==> src/rtl/assert_macros.svh <==
// Assertion macros shared by the RTL of the id/colour hash table.
// No dependencies; define NO_ASSERTIONS to compile the checks out.
`ifndef ASSERT_MACROS_SVH
`define ASSERT_MACROS_SVH

`ifndef NO_ASSERTIONS

// Condition must hold at every clock edge outside reset.
`define ASSERT_HOLDS(lbl, clk, rst_n, expr) \
    lbl: assert property (@(posedge clk) disable iff (!rst_n) (expr)) \
        else $error("assertion failed");

// Same-cycle implication.
`define ASSERT_IMPLIES(lbl, clk, rst_n, ante, cons) \
    lbl: assert property (@(posedge clk) disable iff (!rst_n) (ante) |-> (cons)) \
        else $error("assertion failed");

// Next-cycle implication.
`define ASSERT_NEXT(lbl, clk, rst_n, ante, cons) \
    lbl: assert property (@(posedge clk) disable iff (!rst_n) (ante) |=> (cons)) \
        else $error("assertion failed");

`else

`define ASSERT_HOLDS(lbl, clk, rst_n, expr)
`define ASSERT_IMPLIES(lbl, clk, rst_n, ante, cons)
`define ASSERT_NEXT(lbl, clk, rst_n, ante, cons)

`endif

`endif

==> src/rtl/icht_pkg.sv <==
// Shared types, constants and helper functions of the id/colour hash table.
// No dependencies.
package icht_pkg;

    localparam int TABLE_AW    = 12;
    localparam int TABLE_DEPTH = 1 << TABLE_AW;
    localparam int COUNT_W     = TABLE_AW + 1;
    localparam int KEY_W       = 24;
    localparam int ID_W        = 32;

    localparam logic [31:0] HASH_MULT = 32'h045d_9f3b;

    typedef enum logic [1:0] {
        REQ_ASSIGN = 2'd0,
        REQ_LOOKUP = 2'd1,
        REQ_CLEAR  = 2'd2
    } t_req;

    typedef enum logic [2:0] {
        ST_CLEAR,
        ST_IDLE,
        ST_MIX1,
        ST_MIX2,
        ST_PROBE_RD,
        ST_PROBE_CHK,
        ST_DONE
    } t_state;

    typedef struct packed {
        logic              used;
        logic [KEY_W-1:0]  key;
        logic [ID_W-1:0]   ent;
    } t_slot;

    localparam int SLOT_W = $bits(t_slot);

    // Key layout: red in the top byte, blue in the bottom byte.
    function automatic logic [KEY_W-1:0] key_of_hash(input logic [31:0] h);
        key_of_hash = {h[7:0], h[15:8], h[23:16]};
    endfunction

    // Home slot is the key modulo the (power of two) depth.
    function automatic logic [TABLE_AW-1:0] home_of(input logic [KEY_W-1:0] key);
        home_of = key[TABLE_AW-1:0];
    endfunction

endpackage

==> src/rtl/icht_mix_unit.sv <==
// One round of the multiply-xorshift mix: ((x >> 16) ^ x) * HASH_MULT, registered.
// Shared by both hash rounds. Depends on icht_pkg.
module icht_mix_unit (
    input  logic        i_clk,
    input  logic [31:0] i_x,
    output logic [31:0] o_p
);

    logic [31:0] folded;
    logic [31:0] n_p;
    logic [31:0] r_p;

    assign folded = i_x ^ (i_x >> 16);
    assign n_p    = 32'(folded * icht_pkg::HASH_MULT);

    always_ff @(posedge i_clk) begin
        r_p <= n_p;
    end

    assign o_p = r_p;

endmodule

==> config.mk <==
export PLATFORM = sky130hd
export DESIGN_NAME = icht_mix_unit
export DESIGN_NICKNAME = d
export VERILOG_FILES = /design/src/rtl/assert_macros.svh /design/src/rtl/icht_pkg.sv /design/src/rtl/icht_mix_unit.sv
export SDC_FILE = /design/constraint.sdc
export NUM_CORES = 1
export LEC_CHECK = 0
export ABC_AREA = 1
export BUFFER_PORTS_ARGS = -buffer_cell sky130_fd_sc_hd__buf_2
export CELL_PAD_IN_SITES_DETAIL_PLACEMENT = 0
export CELL_PAD_IN_SITES_GLOBAL_PLACEMENT = 1
export CORE_MARGIN = 5
export CORE_UTILIZATION = 49
export DETAILED_ROUTE_END_ITERATION = 16
export PLACE_DENSITY = 0.92
export SLEW_MARGIN = 25
export SYNTH_ARGS = -nofsm -noshare
export SYNTH_HDL_FRONTEND = slang
export SYNTH_SLANG_ARGS = --single-unit
==> constraint.sdc <==
create_clock -name i_clk -period 6 [get_ports i_clk]
set_input_delay 0 -clock i_clk [delete_from_list [all_inputs] [get_ports i_clk]]
set_output_delay 0 -clock i_clk [all_outputs]
set_load 0.01 [all_outputs]
After elaboration in Yosys (flattened, before gate mapping)
Cells that the tools add are included.
{"block": "op_classes", "multipliers": 1, "bitwise": 1}
{"operator": "multiplier 32 x 27 -> 32 bit, second input constant", "count": 1}
{"operator": "bitwise XOR 32 x 16 -> 32 bit", "count": 1}
{"block": "totals", "regBits": 32, "elab_cells": 3, "input_bits": 33, "out_inout_bits": 32}

Logic depth before layout (Yosys ltp)
{"block": "logic_depth", "word_depth": 2, "mapped_depth": 31}

Worst setup path after synthesis
OpenSTA, ideal clock, no wires.
{"block": "synth_path", "path_type": "input-to-reg", "start": "input i_x[12]", "end": "register r_p[27] (netlist: o_p[27])", "slack_ns": 0.721, "arrival_ns": 5.206, "stages": 26, "setup_ns": 0.072, "t_required_ns": 5.928, "path_buffers": 0, "path_cell_list": "or2_2 > nand2_1 > inv_1 > nand2_1 > nand2_1 > inv_1 > ha_1 > ha_1 > fa_1 > inv_1 > fa_1 > inv_1 > fa_1 > fa_1 > inv_1 > fa_1 > inv_1 > ha_1 > nand2_1 > inv_1 > nand2_1 > inv_1 > a21oi_1 > nand3_1 > a21oi_1 > xnor2_1"}
{"block": "synth_between", "elab_chain_len": 2}
{"item": "start: declaration", "line_no": "icht_mix_unit.sv:5", "text": "input logic [31:0] i_x,"}
{"item": "bitwise XOR 32 x 16 -> 32 bit", "line_no": "icht_mix_unit.sv:13", "text": "assign folded = i_x ^ (i_x >> 16);"}
{"item": "multiplier 32 x 27 -> 32 bit", "line_no": "icht_mix_unit.sv:14", "text": "assign n_p = 32'(folded * icht_pkg::HASH_MULT);"}
{"item": "via n_p[27]", "line_no": "icht_mix_unit.sv:10", "text": "logic [31:0] n_p;"}
{"item": "end signal: assignment", "line_no": "icht_mix_unit.sv:17", "text": "r_p <= n_p;"}
{"item": "end: declaration", "line_no": "icht_mix_unit.sv:11", "text": "logic [31:0] r_p;"}
The timed path passes the listed nets, and every way through them passes these cells.

Final worst setup path
{"block": "layout_path", "start": "input i_x[7]", "end": "register r_p[27] (netlist: o_p[27])"}
Same word-level chain as after synthesis.

==> flow_summary_export.csv <==
group,metric,value,unit
setup_path,worstPathMaxFanout,4,
timing,hold_viol,0,
clock_network,root_buffer,"clkbuf_16",
global_routing,grt_max_degree,12,
setup_path,cp-end-kind,"flip-flop",
yosys,synth.net_count,1636,
timing,setup_viol,0,
setup_path,required,6.17,ns
clock_network,cts_tree,"built",
global_routing,grt_overflow_total,0,
timing,rsz0062_at_grt,"false",
detailed_routing,drc,0,
timing,period_share,0.945,
cells_and_area,largest_reg_flops,32,
detailed_routing,routedWlPerCell,16.8,um
yosys,synth_seq_cells,32,
setup_path,cp.arrival,5.84,ns
floorplanning,core_area,21200,sq um
yosys,yosysSeqAreaShare,0.0606,
detailed_routing,antenna_left,0,
timing,fin_setup_tns,0,ns
clock_network,h-tree-depth,2,
clock_network,cts_sinks,32,
global_routing,antenna_found_initial,0,
global_routing,met1_usage,0.305,
cells_and_area,n_fill_cell,1931,
cells_and_area,area_delta_synth_final,13.0,%
detailed_routing,dr.pass1.iters,5,
yosys,synth_common_cells,"inv_1, fa_1, ha_1",
clock_network,cts_hold_buf,0,
yosys,netlist_instances,1232,
clock_network,post_cts_buffers,0,
timing,slew_headroom,0.599,
detailed_routing,avgViaCountPerCell,4.72,
yosys,yosysUniqueCellTypes,39,
yosys,netlist_top_cells_area,"fa_1, ha_1, inv_1",
floorplanning,start_util,0.500,
outcome,status,"completed",
floorplanning,fp.dieW,157,um
floorplanning,die_h,157,um
global_routing,track_usage,0.239,
yosys,async_flop_share,0,
detailed_routing,drtIter0Drc,377,
clock_network,ctsLongestPathBuffers,2,
yosys,synth_area,10600,sq um
clock_network,cts-resized-gates,0,
global_routing,grt_pass1_wl,44500,um
setup_path,startpoint_type,"input port",
detailed_routing,wl,27700,um
global_routing,grt.met2_usage,0.424,
global_routing,met3_usage,0.0155,
yosys,synth.most_common_cell,"inv_1",
timing,min_period,5.67,ns
detailed_routing,via_count,7776,
timing,tightest_slew,0.598,ns
cells_and_area,drive_gt1_frac,0.127,
yosys,synth.largest_area_cell,"fa_1",
timing,fmax,176,MHz
placed_design,dp_hpwl,26300,um
floorplanning,die_area,24600,sq um
cells_and_area,ff_latch_area,641,sq um
timing,final_max_slew_viol_count,0,
worst_hold_path,hp-class,"in -> reg",
global_routing,grt_pass1_vias,8522,
floorplanning,pin_count,65,
cells_and_area,diodes,0,
yosys,ys_warn_count,0,
yosys,avgSynthCellArea,8.58,sq um
yosys,synth-edff-count,0,
clock_network,path_clk_slew,0.05,ns
placed_design,io_buffers,64,
yosys,yosys_most_used_dff,"dfxtp_1",
cells_and_area,fin_nets,1776,
setup_path,worstSetupPathType,"in -> reg",
cells_and_area,multi_input_area,8140,sq um
floorplanning,num_rows,53,
flow_run,drv_cap,0,
clock_network,numCtsBuffers,5,
global_routing,grt-busiest-layer,"met2",
placed_design,place_congestion,1.01,
yosys,synth.top_cell.area_share,0.400,
-- metal layers --
metal | up-vias | part of all wire
met5 | - | 0
met4 | 0 | 0.045
met3 | 51 | 0.045
met2 | 215 | 0.49
met1 | 3711 | 0.42
li1 | 3799 | -
-- layout by cell type (no fill, tap or decap), types with 3 or more instances in the layout --
| master | n |
|---|---|
| inv_1 | 472 |
| nor3_1 | 4 |
| a21oi_1 | 29 |
| or2_2 | 6 |
| ha_1 | 160 |
| nand3_2 | 4 |
| a21oi_2 | 3 |
| a21o_1 | 4 |
| nand2_1 | 155 |
| dfxtp_1 | 32 |
| o21ai_0 | 10 |
| o21bai_1 | 4 |
| o21ai_1 | 3 |
| nand2_2 | 5 |
| fa_1 | 211 |
| buf_4 | 68 |
| xnor2_1 | 20 |
| clkbuf_16 | 5 |
| xor2_1 | 35 |
| nand4_1 | 6 |
| buf_2 | 64 |
| nand3_1 | 18 |
| nor2_1 | 27 |
-- cell type report --
cell class | count | area share
clock buffers | 7 | 0.0128
clock inverters | 1 | 0.00251
inverters | 475 | 0.150
multi-input cells | 725 | 0.681
flip-flops and latches | 32 | 0.0536
well taps | 275 | 0.0288
repair buffers | 133 | 0.0712
-- logic make-up after synthesis --
group | after synthesis | synth area share
buffers and inverters | 475 | 0.169
adder cells (fa/ha/maj) | 371 | 0.589
AND/OR/NAND/NOR | 235 | 0.0980
AO/OA/AOI/OAI | 63 | 0.0359
XOR/XNOR | 56 | 0.0471
flip-flops | 32 | 0.0606
-- stage by stage --
step,utilization,hold WS [ns],setup WS (ns),std cells,area (sq um)
5_1_grt,0.565,0.319,0.0461,1648,11900
3_3_place_gp,0.556,0.395,0.0777,1640,11800
3_5_place_dp,0.556,0.395,0.0675,1640,11800
4_1_cts,0.565,0.306,0.344,1648,11900
2_1_floorplan,-,0.289,0.721,1232,10600
6_report,0.565,0.312,0.327,1648,11900
-- worst max-delay path: stages --
cell,delay (ns)
buf_2,0.11
or2_2,0.29
nand2_1,0.17
inv_1,0.14
ha_1,0.32
buf_4,0.15
xor2_1,0.27
ha_1,0.34
fa_1,0.54
inv_1,0.07
fa_1,0.38
inv_1,0.08
fa_1,0.43
fa_1,0.54
inv_1,0.05
fa_1,0.47
inv_1,0.04
ha_1,0.34
nand2_1,0.13
inv_1,0.08
nand2_1,0.08
nor2_1,0.20
nand4_1,0.18
nand3_1,0.18
a21oi_1,0.10
xnor2_1,0.13
-- final timing paths --
path,start,endpoint,depth (start not counted)
worst min-delay path,i_x[0],o_p[0],4
worst max-delay path,i_x[7],o_p[27],26
Power is not shown: default switching activity piles up to over one toggle a cycle in this logic, so the estimate is an artifact.
