==> src/rtl/assert_macros.svh <==
// Assertion macros shared by the RTL of the id/colour hash table.
// No dependencies; define NO_ASSERTIONS to compile the checks out.
`ifndef ASSERT_MACROS_SVH
`define ASSERT_MACROS_SVH

`ifndef NO_ASSERTIONS

// Condition must hold at every clock edge outside reset.
`define ASSERT_HOLDS(lbl, clk, rst_n, expr) \
    lbl: assert property (@(posedge clk) disable iff (!rst_n) (expr)) \
        else $error("assertion failed");

// Same-cycle implication.
`define ASSERT_IMPLIES(lbl, clk, rst_n, ante, cons) \
    lbl: assert property (@(posedge clk) disable iff (!rst_n) (ante) |-> (cons)) \
        else $error("assertion failed");

// Next-cycle implication.
`define ASSERT_NEXT(lbl, clk, rst_n, ante, cons) \
    lbl: assert property (@(posedge clk) disable iff (!rst_n) (ante) |=> (cons)) \
        else $error("assertion failed");

`else

`define ASSERT_HOLDS(lbl, clk, rst_n, expr)
`define ASSERT_IMPLIES(lbl, clk, rst_n, ante, cons)
`define ASSERT_NEXT(lbl, clk, rst_n, ante, cons)

`endif

`endif

==> src/rtl/icht_slot_ram.sv <==
// Generic single-write, single-read RAM with registered read data.
// Holds the slot table. No dependencies.
module icht_slot_ram #(
    parameter int DATA_W = 8,
    parameter int ADDR_W = 4
) (
    input  logic              i_clk,
    input  logic              i_wr_en,
    input  logic [ADDR_W-1:0] i_wr_addr,
    input  logic [DATA_W-1:0] i_wr_data,
    input  logic [ADDR_W-1:0] i_rd_addr,
    output logic [DATA_W-1:0] o_rd_data
);

    logic [DATA_W-1:0] mem [1 << ADDR_W];
    logic [DATA_W-1:0] r_rd_data;

    always_ff @(posedge i_clk) begin
        if (i_wr_en) begin
            mem[i_wr_addr] <= i_wr_data;
        end
    end

    always_ff @(posedge i_clk) begin
        r_rd_data <= mem[i_rd_addr];
    end

    assign o_rd_data = r_rd_data;

endmodule

==> config.mk <==
export PLATFORM = sky130hd
export DESIGN_NAME = icht_slot_ram
export DESIGN_NICKNAME = d
export VERILOG_FILES = /design/src/rtl/assert_macros.svh /design/src/rtl/icht_slot_ram.sv
export SDC_FILE = /design/constraint.sdc
export NUM_CORES = 1
export LEC_CHECK = 0
export BUFFER_PORTS_ARGS = -buffer_cell sky130_fd_sc_hd__buf_4
export CORE_AREA = 2 2 105 107
export DETAILED_ROUTE_END_ITERATION = 8
export DIE_AREA = 0 0 107 109
export PLACE_DENSITY = 0.69
export SLEW_MARGIN = 20
export SYNTH_ARGS = -nofsm -noshare
export SYNTH_HDL_FRONTEND = slang
export SYNTH_SLANG_ARGS = --single-unit
==> constraint.sdc <==
create_clock -name i_clk -period 2.7 [get_ports i_clk]
set_input_delay 0.81 -clock i_clk [delete_from_list [all_inputs] [get_ports i_clk]]
set_output_delay 0.81 -clock i_clk [all_outputs]
set_load 0.03 [all_outputs]
**Word level (Yosys, flattened, before mapping)**

Memory sizes are Yosys's and may differ from the RTL's. A register that Yosys moved wholly into a read port is not among the register bits.
Index checks and enable logic that the tools add are counted.

- Bits in writable memories: 128
- Bits in registers: 0
- Memories: 1
- Output and inout bits: 8
- Word-level logic and storage cells: 3

- Multiplexer cells: 2

Memories:

| memory | depth | width | rd ports | clocked after memory_dff | wr ports | line | source |
|---|---|---|---|---|---|---|---|
| mem | 16 | 8 | 1 | 1 | 1 | icht_slot_ram.sv:15 | `logic [DATA_W-1:0] mem [1 << ADDR_W];` |

Operator list:

| kind | count |
|---|---|
| two-way mux 1 bit | 2 |

**Logic depth before layout (Yosys ltp)**

Gate-level depths: netlist of run 1.

- Depth in word-level cells: 2
- Depth in mapped cells: 5

**Worst setup path after synthesis of run 1**

No wires, ideal clock.

- Kind: input to register
- Start: input port i_wr_addr[2]
- End: memory mem[0][0], enable pin
- Arrival: 1920 ps
- Required time: 2317 ps
- Buffers on the path: 0
- Setup slack: 397 ps
- Setup time: 383 ps
- Stages: 2
- Path through: or3b_2 -> nor3_1

RTL lines:

| item | line | source |
|---|---|---|
| from (decl) | icht_slot_ram.sv:9 | `input logic [ADDR_W-1:0] i_wr_addr,` |
| to (decl) | icht_slot_ram.sv:15 |  |

Straight into the memory's write port.

**Worst setup path after layout of run 1**

- Start: register r_rd_data[0] (netlist: o_rd_data[0]) (read register of mem)
- End: output port o_rd_data[0]

RTL lines:

| item | line | source |
|---|---|---|
| from (decl) | icht_slot_ram.sv:16 | `logic [DATA_W-1:0] r_rd_data;` |
| to (decl) | icht_slot_ram.sv:12 | `output logic [DATA_W-1:0] o_rd_data` |

No word-level cell between the ends.

==> results of run 1 <==
[through the flow]
stage / util / total power, mW / hold slack (ns) / std cells
floorplan: - / 2.562 / 0.6293 / 229
finish: 0.5915 / 5.160 / 0.5964 / 438
global route: 0.5915 / 5.332 / 0.5840 / 438
detailed placement: 0.5295 / 2.679 / 0.6608 / 406
global placement: 0.5295 / 2.672 / 0.6554 / 406
CTS: 0.5915 / 5.201 / 0.5801 / 438
[routing by layer]
| layer | global-route usage | share of wire | vias up |
|---|---|---|---|
| li1 | - | - | 1086 |
| met1 | 0.2451 | 0.44 | 1271 |
| met2 | 0.2930 | 0.50 | 74 |
| met3 | 0.05798 | 0.040 | 15 |
| met4 | 0.08534 | 0.021 | 0 |
| met5 | 0 | 0 | - |
[how the worst max path moves through the flow]
stage	endpoint	startpoint	depth (start not counted)	slack [ns]
after floorplan	mem[0][0]$_DFFE_PP_	i_wr_addr[2]	2	0.40
final	o_rd_data[0]	o_rd_data[0]$_DFF_P_	1	0.86
after global placement	o_rd_data[2]$_DFF_P_	i_rd_addr[0]	5	0.42
after CTS	o_rd_data[0]	o_rd_data[0]$_DFF_P_	1	0.82
after global routing	o_rd_data[0]	o_rd_data[0]$_DFF_P_	1	0.81
after detailed placement	o_rd_data[2]$_DFF_P_	i_rd_addr[0]	5	0.43
[cell usage after synthesis]
library cell	count	area share
nor2_1	13	0.0095
nor2b_1	1	0.0012
mux4_1	14	0.071
and2_1	1	0.0012
edfxtp_1	128	0.75
buf_4	1	0.0015
a22oi_1	16	0.023
buf_6	3	0.0066
clkdlybuf4s25_2	3	0.0058
mux4_2	18	0.079
buf_2	3	0.0029
nand2b_1	2	0.0024
dfxtp_1	8	0.031
nand2_1	9	0.0066
and2b_1	1	0.0015
nand3b_1	2	0.0029
nand3_1	1	0.00097
or3b_2	1	0.0017
nor3_1	4	0.0039
[logic make-up (layout without fill, tap and decap cells)]
kind of cell | Yosys count | count (layout) | synth area share
AND/OR/NAND/NOR | 35 | 35 | 0.03184
flip-flops | 136 | 136 | 0.7778
multiplexers | 32 | 32 | 0.1502
buffers and inverters | 10 | 79 | 0.01677
AO/OA/AOI/OAI | 16 | 16 | 0.02334
[area by class of cell]
class,instances,share of cell area
Clock inverter,13,0.03591
Timing Repair Buffer,47,0.06026
Sequential cell,136,0.6385
Multi-Input combinational cell,83,0.1686
Clock buffer,19,0.06883
Tap cell,140,0.02793
[registers in the layout, summed over array words and instances, names as in the netlist]
name and flops:
mem 128, o_rd_data 8
[cells in the final DEF, fill, tap and decap left out, drive strengths merged]
cell type	instances
nand3	1
a22oi	16
nand2b	2
nor2	13
edfxtp	128
nor3	4
nand3b	2
nand2	9
dfxtp	8
or3b	1
clkbuf	19
and2b	1
clkinvlp	1
bufinv	6
buf	47
clkinv	6
and2	1
mux4	32
nor2b	1
[where the power goes]
part / internal (mW) / switching (mW) / total (mW) / leakage (nW)
Sequential: 2.36 / 0.0138 / 2.37 / 1.22
Combinational: 0.111 / 0.147 / 0.258 / 0.617
Clock: 1.71 / 0.821 / 2.53 / 0.322
==> impl_results.md, run 1 <==
- Die height: 109 um
- Final worst slack: about 0.86 ns
- Post-Route WL: slightly below 10000 um
- Max incr delay on CP: ~0.34 ns
- Pre-CTS WS: approximately 0.43 ns
- R2R Path Start: mem[1][5]$_DFFE_PP_
- Worst hold path depth: 1
- Pre-antenna DRT Iters: 4
- Iter 0 DRT Violations: 204
- MaxCap Viol Count: 0
- #FFs+latches synth: 136
- Worst slew margin: 0.5331
- Register area: between 4000 and 5000 sq um
- Hold Crit Start: i_wr_data[5]
- Layout area overhead: 21.83%
- GP Congestion: ~0.75
- Status: finished clean
- Die area: about 12000 sq um
- Minimum clock period: 1.839 ns
- R2R setup slack: around 1.3 ns
- Mapped Avg Cell Area: between 20 and 25 sq um
- Final hold vios: 0
- N_diodes: 0
- Root buffer cell: clkbuf_8
- PostCTS Resize Cnt: 0
- Fin Setup TNS: 0 ns
- Critical Path Fanout Max: 1
- Worst-skew pair later-pin latency: 0.52 ns
- Core Footprint: about 11000 sq um
- Area of the multi-input gates: ~1100 sq um
- Crit end category: output port
- Worst slew pin tran: 0.6977 ns
- Drt via density: 5.584
- Synthesized cell area: approximately 5100 sq um
- Number of synthesis warnings: 0
- Hold Path End: mem[4][5]$_DFFE_PP_
- CTS tree: yes
- Std-Cell Rows: 38
- Ports: 26
- First-pass GRT wire length: approximately 15000 um
- Die Wd: 107 um
- CP required: approximately 1.9 ns
- Total track usage: 0.1876
- Post CTS Setup Buffer Count: 0
- Wire length per cell: around 22 um
- Post-synth cell types: 19
- Setup CP Type: reg -> out
- DP Area: 5614 sq um
- WP data arrival: 1.03 ns
- Worst Setup Start Kind: register
- Number of buffer and inverter stages on the critical path: 1
- Register area share after synthesis: 0.7778
- CTS Hold Bufs: 0
- Top delay family on crit path: flip-flops
- Final #Nets: just over 300
- Worst r2r path cells: 3
- Hold Crit Class: in -> reg
- Clock sink count: ~140
- Pin count of the biggest net entering global routing: 33
- Setup Viol. Count Final: 0
- Vias: roughly 2400
- Initial antenna violation count: 0
- Slew Limit Fails: 0
- Slowest cell on crit path: dfxtp_1
- CTS buffer count: 17
- Cell Pwr Density: between 800 and 900 nW/um^2
- CTS H-Tree Depth: 4
- Layout cells sized above 1: 0.3255
- Post-Syn Nets: between 200 and 250
- Number of fill cells: around 730
- Max VDD drop: between 0.0004 and 0.0005 V
- Starting Density: 0.4855
- Vias in the first global route: about 2600
- Clock transition at path regs: 0.06 ns
- Post-DP HPWL: roughly 6000 um
- RSZ-0062 raised after global routing: false
- Clock Path Buffers: 2
- Pleak: 2.162 nW
- Post-route design area: about 6300 sq um
- Cells along the critical path: buf_4
- Remaining routing DRC violations: 0
- Syn Inst Count: around 230
- Port-buffer cells: 25
- Tcrit/Tclk final: 0.6810
- Remaining global-route overflow: 0
- Routed Antenna Nets: 0
- FMAX: ~0.54 GHz
- Worst Skew: approximately 0.0047 ns
- R2r endpoint: o_rd_data[5]$_DFF_P_
(Power assumes the default switching activity.)
==> inputs of run 2 (changes only) <==
ABC_AREA = 1   (was not set)
CORE_AREA = 2 2 111 113   (was 2 2 105 107)
DIE_AREA = 0 0 113 115   (was 0 0 107 109)
clock period = 1.9 ns   (was 2.7 ns; I/O delays follow)
==> impl_results.md, run 2 <==
- Post-synth cell types: 12
- Cells along the critical path: buf_4
- Worst slew margin: 0.6146
- Tcrit/Tclk final: 0.7856
- Number of buffer and inverter stages on the critical path: 1
- Layout area overhead: 16.84%
- Share of the synthesized area in the top cell type: 0.6665
- CTS Hold Bufs: 0
- Iter 0 DRT Violations: between 400 and 500
- Most common library cells after synthesis: nand2_1 (173), edfxtp_1 (128), inv_1 (100)
- Number of fill cells: 996
- Total track usage: 0.2077
- Die area: about 13000 sq um
- Root buffer cell: clkbuf_16
- Vias: 3846
- Layout cells sized above 1: 0.1258
- Vias in the first global route: 3674
- Yosys top cell by area: edfxtp_1
- Commonest non-fill, non-tap cell in the layout: nand2_1
- Worst-skew pair later-pin latency: ~0.41 ns
- Remaining global-route overflow: 0
- Fin Setup TNS: 0 ns
- Mapped Avg Cell Area: about 10 sq um
- Clock sink count: approximately 140
- CTS H-Tree Depth: 4
- Final #Nets: about 600
- Post-Syn Nets: 569
- GP Congestion: approximately 0.8
- Hold Crit Class: in -> reg
- Register with the most flip-flops: mem
- First-pass GRT wire length: between 15000 and 20000 um
- Worst Skew: 0.008037 ns
- Wire length per cell: between 15 and 20 um
- Post-DP HPWL: between 7000 and 8000 um
- Crit end category: output port
- Main flop type after synthesis: edfxtp_1
- Die height: 115 um
- Starting Density: 0.4882
- Pre-antenna DRT Iters: 5
- Drt via density: 5.121
- Slowest cell on crit path: dfxtp_1
- Clock transition at path regs: around 0.050 ns
- Ports: 26
- CTS buffer count: 17
- Pleak: between 2 and 3 nW
- Post-route design area: 6738 sq um
- MaxCap Viol Count: 0
- Critical Path Fanout Max: 1
- Pin count of the biggest net entering global routing: 65
- Setup CP Type: reg -> out
- Max VDD drop: 0.0005782 V
- Pwr Total: between 7 and 8 mW
- Die Wd: between 100 and 150 um
- Setup Viol. Count Final: 0
- Std-Cell Rows: 40
- Status: finished clean
- Routed Antenna Nets: 0
- Most frequent cells in the layout: nand2_1 (173), edfxtp_1 (128), inv_1 (100), nand3_1 (97), buf_4 (42)
- Slew Limit Fails: 0
- Cell Pwr Density: slightly above 1000 nW/um^2
- Port-buffer cells: 25
- CP required: between 1 and 1.5 ns
- Pre-CTS WS: roughly 0.14 ns
- Post CTS Setup Buffer Count: 0
- PostCTS Resize Cnt: 0
- Initial antenna violation count: 0
- Synthesized cell area: roughly 5800 sq um
- Number of synthesis warnings: 0
- Syn Inst Count: ~550
- Post-synth EDFFs: between 100 and 150
- Largest cells by area after synthesis: edfxtp_1 (67%), nand2_1 (11%), nand3_1 (8.4%)
- Worst slew pin tran: roughly 0.58 ns
- CTS tree: yes
- Worst Setup Start Kind: register
- Count leader, synth: nand2_1
- FMAX: roughly 0.67 GHz
- DP Area: slightly above 6000 sq um
- WP data arrival: approximately 0.9 ns
- Register area share after synthesis: 0.6943
- Top delay family on crit path: flip-flops
- Remaining routing DRC violations: 0
- FFs w/ async S/R, synth: 0
- Core Footprint: ~12000 sq um
- Max incr delay on CP: 0.35 ns
- Clock Path Buffers: 2
- #FFs+latches synth: 136
- Final hold vios: 0
- Max reg flops: 128
- Minimum clock period: between 1 and 1.5 ns
- N_diodes: 0
- Post-Route WL: 12710 um
- Final worst slack: slightly above 0.4 ns
- RSZ-0062 raised after global routing: false
[run 2: cell count changes after synthesis, moves of 4 or more]
cell,previous run,this run
mux4_2,18,0
nor2_1,13,17
a22oi_1,16,0
buf_2,3,13
mux4_1,14,0
nand2_1,9,173
inv_1,0,100
nand3_1,1,97
nor3_1,4,0
[run 2: where the power goes]
| group | internal [mW] | switching [mW] |
|---|---|---|
| sequential | 3.36 | 0.0198 |
| clock | 2.02 | 1.14 |
| combinational | 0.145 | 0.324 |
[run 2: through the flow]
step                      hold slack [ns]  utilization  std cells
after floorplan                    0.6074            -        551
after global placement             0.6492       0.5215        719
after detailed placement           0.6638       0.5215        719
after CTS                          0.4775       0.5704        751
after global routing               0.4909       0.5704        751
final                              0.4842       0.5704        751
[run 2: final timing paths]
kind         slack (ns)            startpoint  cells past startpoint              endpoint
max                0.41  o_rd_data[7]$_DFF_P_                      1          o_rd_data[7]
min                0.48          i_rd_addr[3]                      3  o_rd_data[7]$_DFF_P_
max reg2reg        0.85   mem[0][7]$_DFFE_PP_                      6  o_rd_data[7]$_DFF_P_
min reg2reg        0.68   mem[4][5]$_DFFE_PP_                      6  o_rd_data[5]$_DFF_P_
[run 2: worst min-delay path, delay by kind of cell]
family	cells	cell delay, ns
buffers and inverters	1	0.15
and+or+nand+nor	2	0.14
[run 2: layout make-up]
type / instances / area (sq um) / area share
well taps: 147 / 183.9 / 0.02730
clock inverters: 9 / 100.1 / 0.01486
multi-input cells: 289 / 1214 / 0.1801
inverters: 102 / 382.9 / 0.05682
clock buffers: 23 / 478.0 / 0.07094
repair buffers: 45 / 375.4 / 0.05571
flip-flops and latches: 136 / 4004 / 0.5942
[run 2: metal layers]
layer	GRT usage	wire length (um)
met1	0.2722	5158
met2	0.3365	6222
met3	0.04059	1000
met5	0	0
met4	0.1000	327
[run 2: cell families after synthesis]
group | share of synthesized area
and+or+nand+nor | 0.2105
DFF | 0.6943
buffers and inverters | 0.09525
==> inputs of run 3 (changes only) <==
clock period = 1.5 ns   (was 1.9 ns; I/O delays follow)
==> impl_results.md, run 3 (same netlist as run 2, synthesis figures left out) <==
- RSZ-0062 raised after global routing: false
- Tcrit/Tclk final: 0.9336
- Post-Route WL: roughly 12000 um
- Layout area overhead: 19.51%
- Worst slew pin tran: around 0.3 ns
- CTS buffer count: 17
- CP required: roughly 1.1 ns
- Commonest non-fill, non-tap cell in the layout: nand2_1
- Hold Crit Class: in -> reg
- Worst-skew pair later-pin latency: around 0.42 ns
- PostCTS Resize Cnt: 0
- Iter 0 DRT Violations: around 350
- CP Launch Point: o_rd_data[4]$_DFF_P_
- CTS H-Tree Depth: 4
- Total track usage: 0.2054
- Top delay family on crit path: flip-flops
- GRT met3 Usage: 0.05693
- Met1 GRT Util: 0.2757
- Clock sink count: about 140
- WP data arrival: ~0.95 ns
- Remaining routing DRC violations: 0
- Number of fill cells: between 900 and 1000
- Max VDD drop: around 0.00085 V
- Post-DP HPWL: around 7600 um
- Vias: between 3000 and 4000
- Crit end category: output port
- Number of buffer and inverter stages on the critical path: 1
- Pleak: 3.015 nW
- CTS Hold Bufs: 0
- Layout cells sized above 1: 0.1314
- Pre-CTS WS: between 0.002 and 0.003 ns
- Root buffer cell: clkbuf_16
- Register with the most flip-flops: mem
- Pin count of the biggest net entering global routing: 65
- Grt met2 use: 0.3265
- MaxCap Viol Count: 0
- Drt via density: between 5 and 6
- Fin Setup TNS: 0 ns
- Clock Path Buffers: 2
- Cells along the critical path: buf_4
- Setup CP Type: reg -> out
- FMAX: 0.7141 GHz
- Worst Setup Start Kind: register
- Port-buffer cells: 25
- Remaining global-route overflow: 0
- Worst slew margin: 0.8049
- Starting Density: 0.4882
- Minimum clock period: 1.400 ns
- Gr busiest metal: met2
- Status: finished clean
- Most frequent cells in the layout: nand2_1 (173), edfxtp_1 (128), inv_1 (100), nand3_1 (97), buf_4 (46)
- Die area: 13000 sq um
- Setup Viol. Count Final: 0
- CTS tree: yes
- Clock transition at path regs: 0.06 ns
- R2R setup slack: 0.46 ns
- Vias in the first global route: 3637
- Final worst slack: about 0.10 ns
- Slew Limit Fails: 0
- Critical Path Fanout Max: 1
- Worst Skew: approximately 0.006 ns
- Worst r2r path cells: 6
- Cell Pwr Density: approximately 1400 nW/um^2
- Max reg flops: 128
- Final #Nets: roughly 600
- N_diodes: 0
- Post CTS Setup Buffer Count: 0
- Wire length per cell: 16.40 um
- Initial antenna violation count: 0
- First-pass GRT wire length: a little under 20000 um
- Max incr delay on CP: about 0.35 ns
- Routed Antenna Nets: 0
- GP Congestion: about 0.8
- Final hold vios: 0
- Slowest cell on crit path: dfxtp_1
- CP Capture Point: o_rd_data[4]
- R2R Path Start: mem[13][0]$_DFFE_PP_
- Std-Cell Rows: 40
- Ports: 26
- Die height: 115 um
- Pre-antenna DRT Iters: 5
- Critical path depth: 1
- Core Footprint: 11810 sq um
- R2r endpoint: o_rd_data[0]$_DFF_P_
- Die Wd: 113 um
-- run 3: where the power goes --
group | internal (mW) | total [mW] | switching, mW | leakage [nW]
registers | 4.25 | 4.27 | 0.0237 | 1.22
clock network | 3.27 | 4.80 | 1.53 | 0.331
logic | 0.197 | 0.606 | 0.409 | 1.46
total | 7.71 | 9.68 | 1.97 | 3.01
-- run 3: worst min path at each step --
stage / startpoint / to / slack, ns / cells after the start
finish: i_rd_addr[3] / o_rd_data[2]$_DFF_P_ / 0.34 / 3
CTS: i_rd_addr[3] / o_rd_data[2]$_DFF_P_ / 0.33 / 3
floorplan: i_wr_data[0] / mem[0][0]$_DFFE_PP_ / 0.55 / 0
detailed placement: mem[12][2]$_DFFE_PP_ / o_rd_data[2]$_DFF_P_ / 0.66 / 6
global route: i_rd_addr[3] / o_rd_data[2]$_DFF_P_ / 0.33 / 3
global placement: mem[10][2]$_DFFE_PP_ / o_rd_data[2]$_DFF_P_ / 0.65 / 6
-- run 3: cell type report --
cell class                 instances  area [sq um]  share of cell area
multi-input combinational        289          1214              0.1761
inverter                         102         382.9             0.05556
clock inverter                    14         252.7             0.03667
tap                              147         183.9             0.02669
sequential                       136          4004              0.5810
clock buffer                      18         429.2             0.06227
timing repair buffer              50         425.4             0.06173
-- run 3: stage by stage --
step,instance area [sq um],hold slack [ns],utilization,power (mW),instances
6_report,6892,0.3418,0.5835,9.680,756
5_1_grt,6892,0.3306,0.5835,9.945,756
4_1_cts,6892,0.3293,0.5835,9.728,756
3_5_place_dp,6210,0.6612,0.5257,4.956,724
3_3_place_gp,6210,0.6475,0.5257,4.941,724
2_1_floorplan,5767,0.5489,-,4.697,551
-- run 3: per-layer routing --
metal,part of all wire,up-vias
met2,0.49,168
met3,0.066,16
li1,-,1864
met5,0,-
met4,0.015,0
met1,0.43,1791
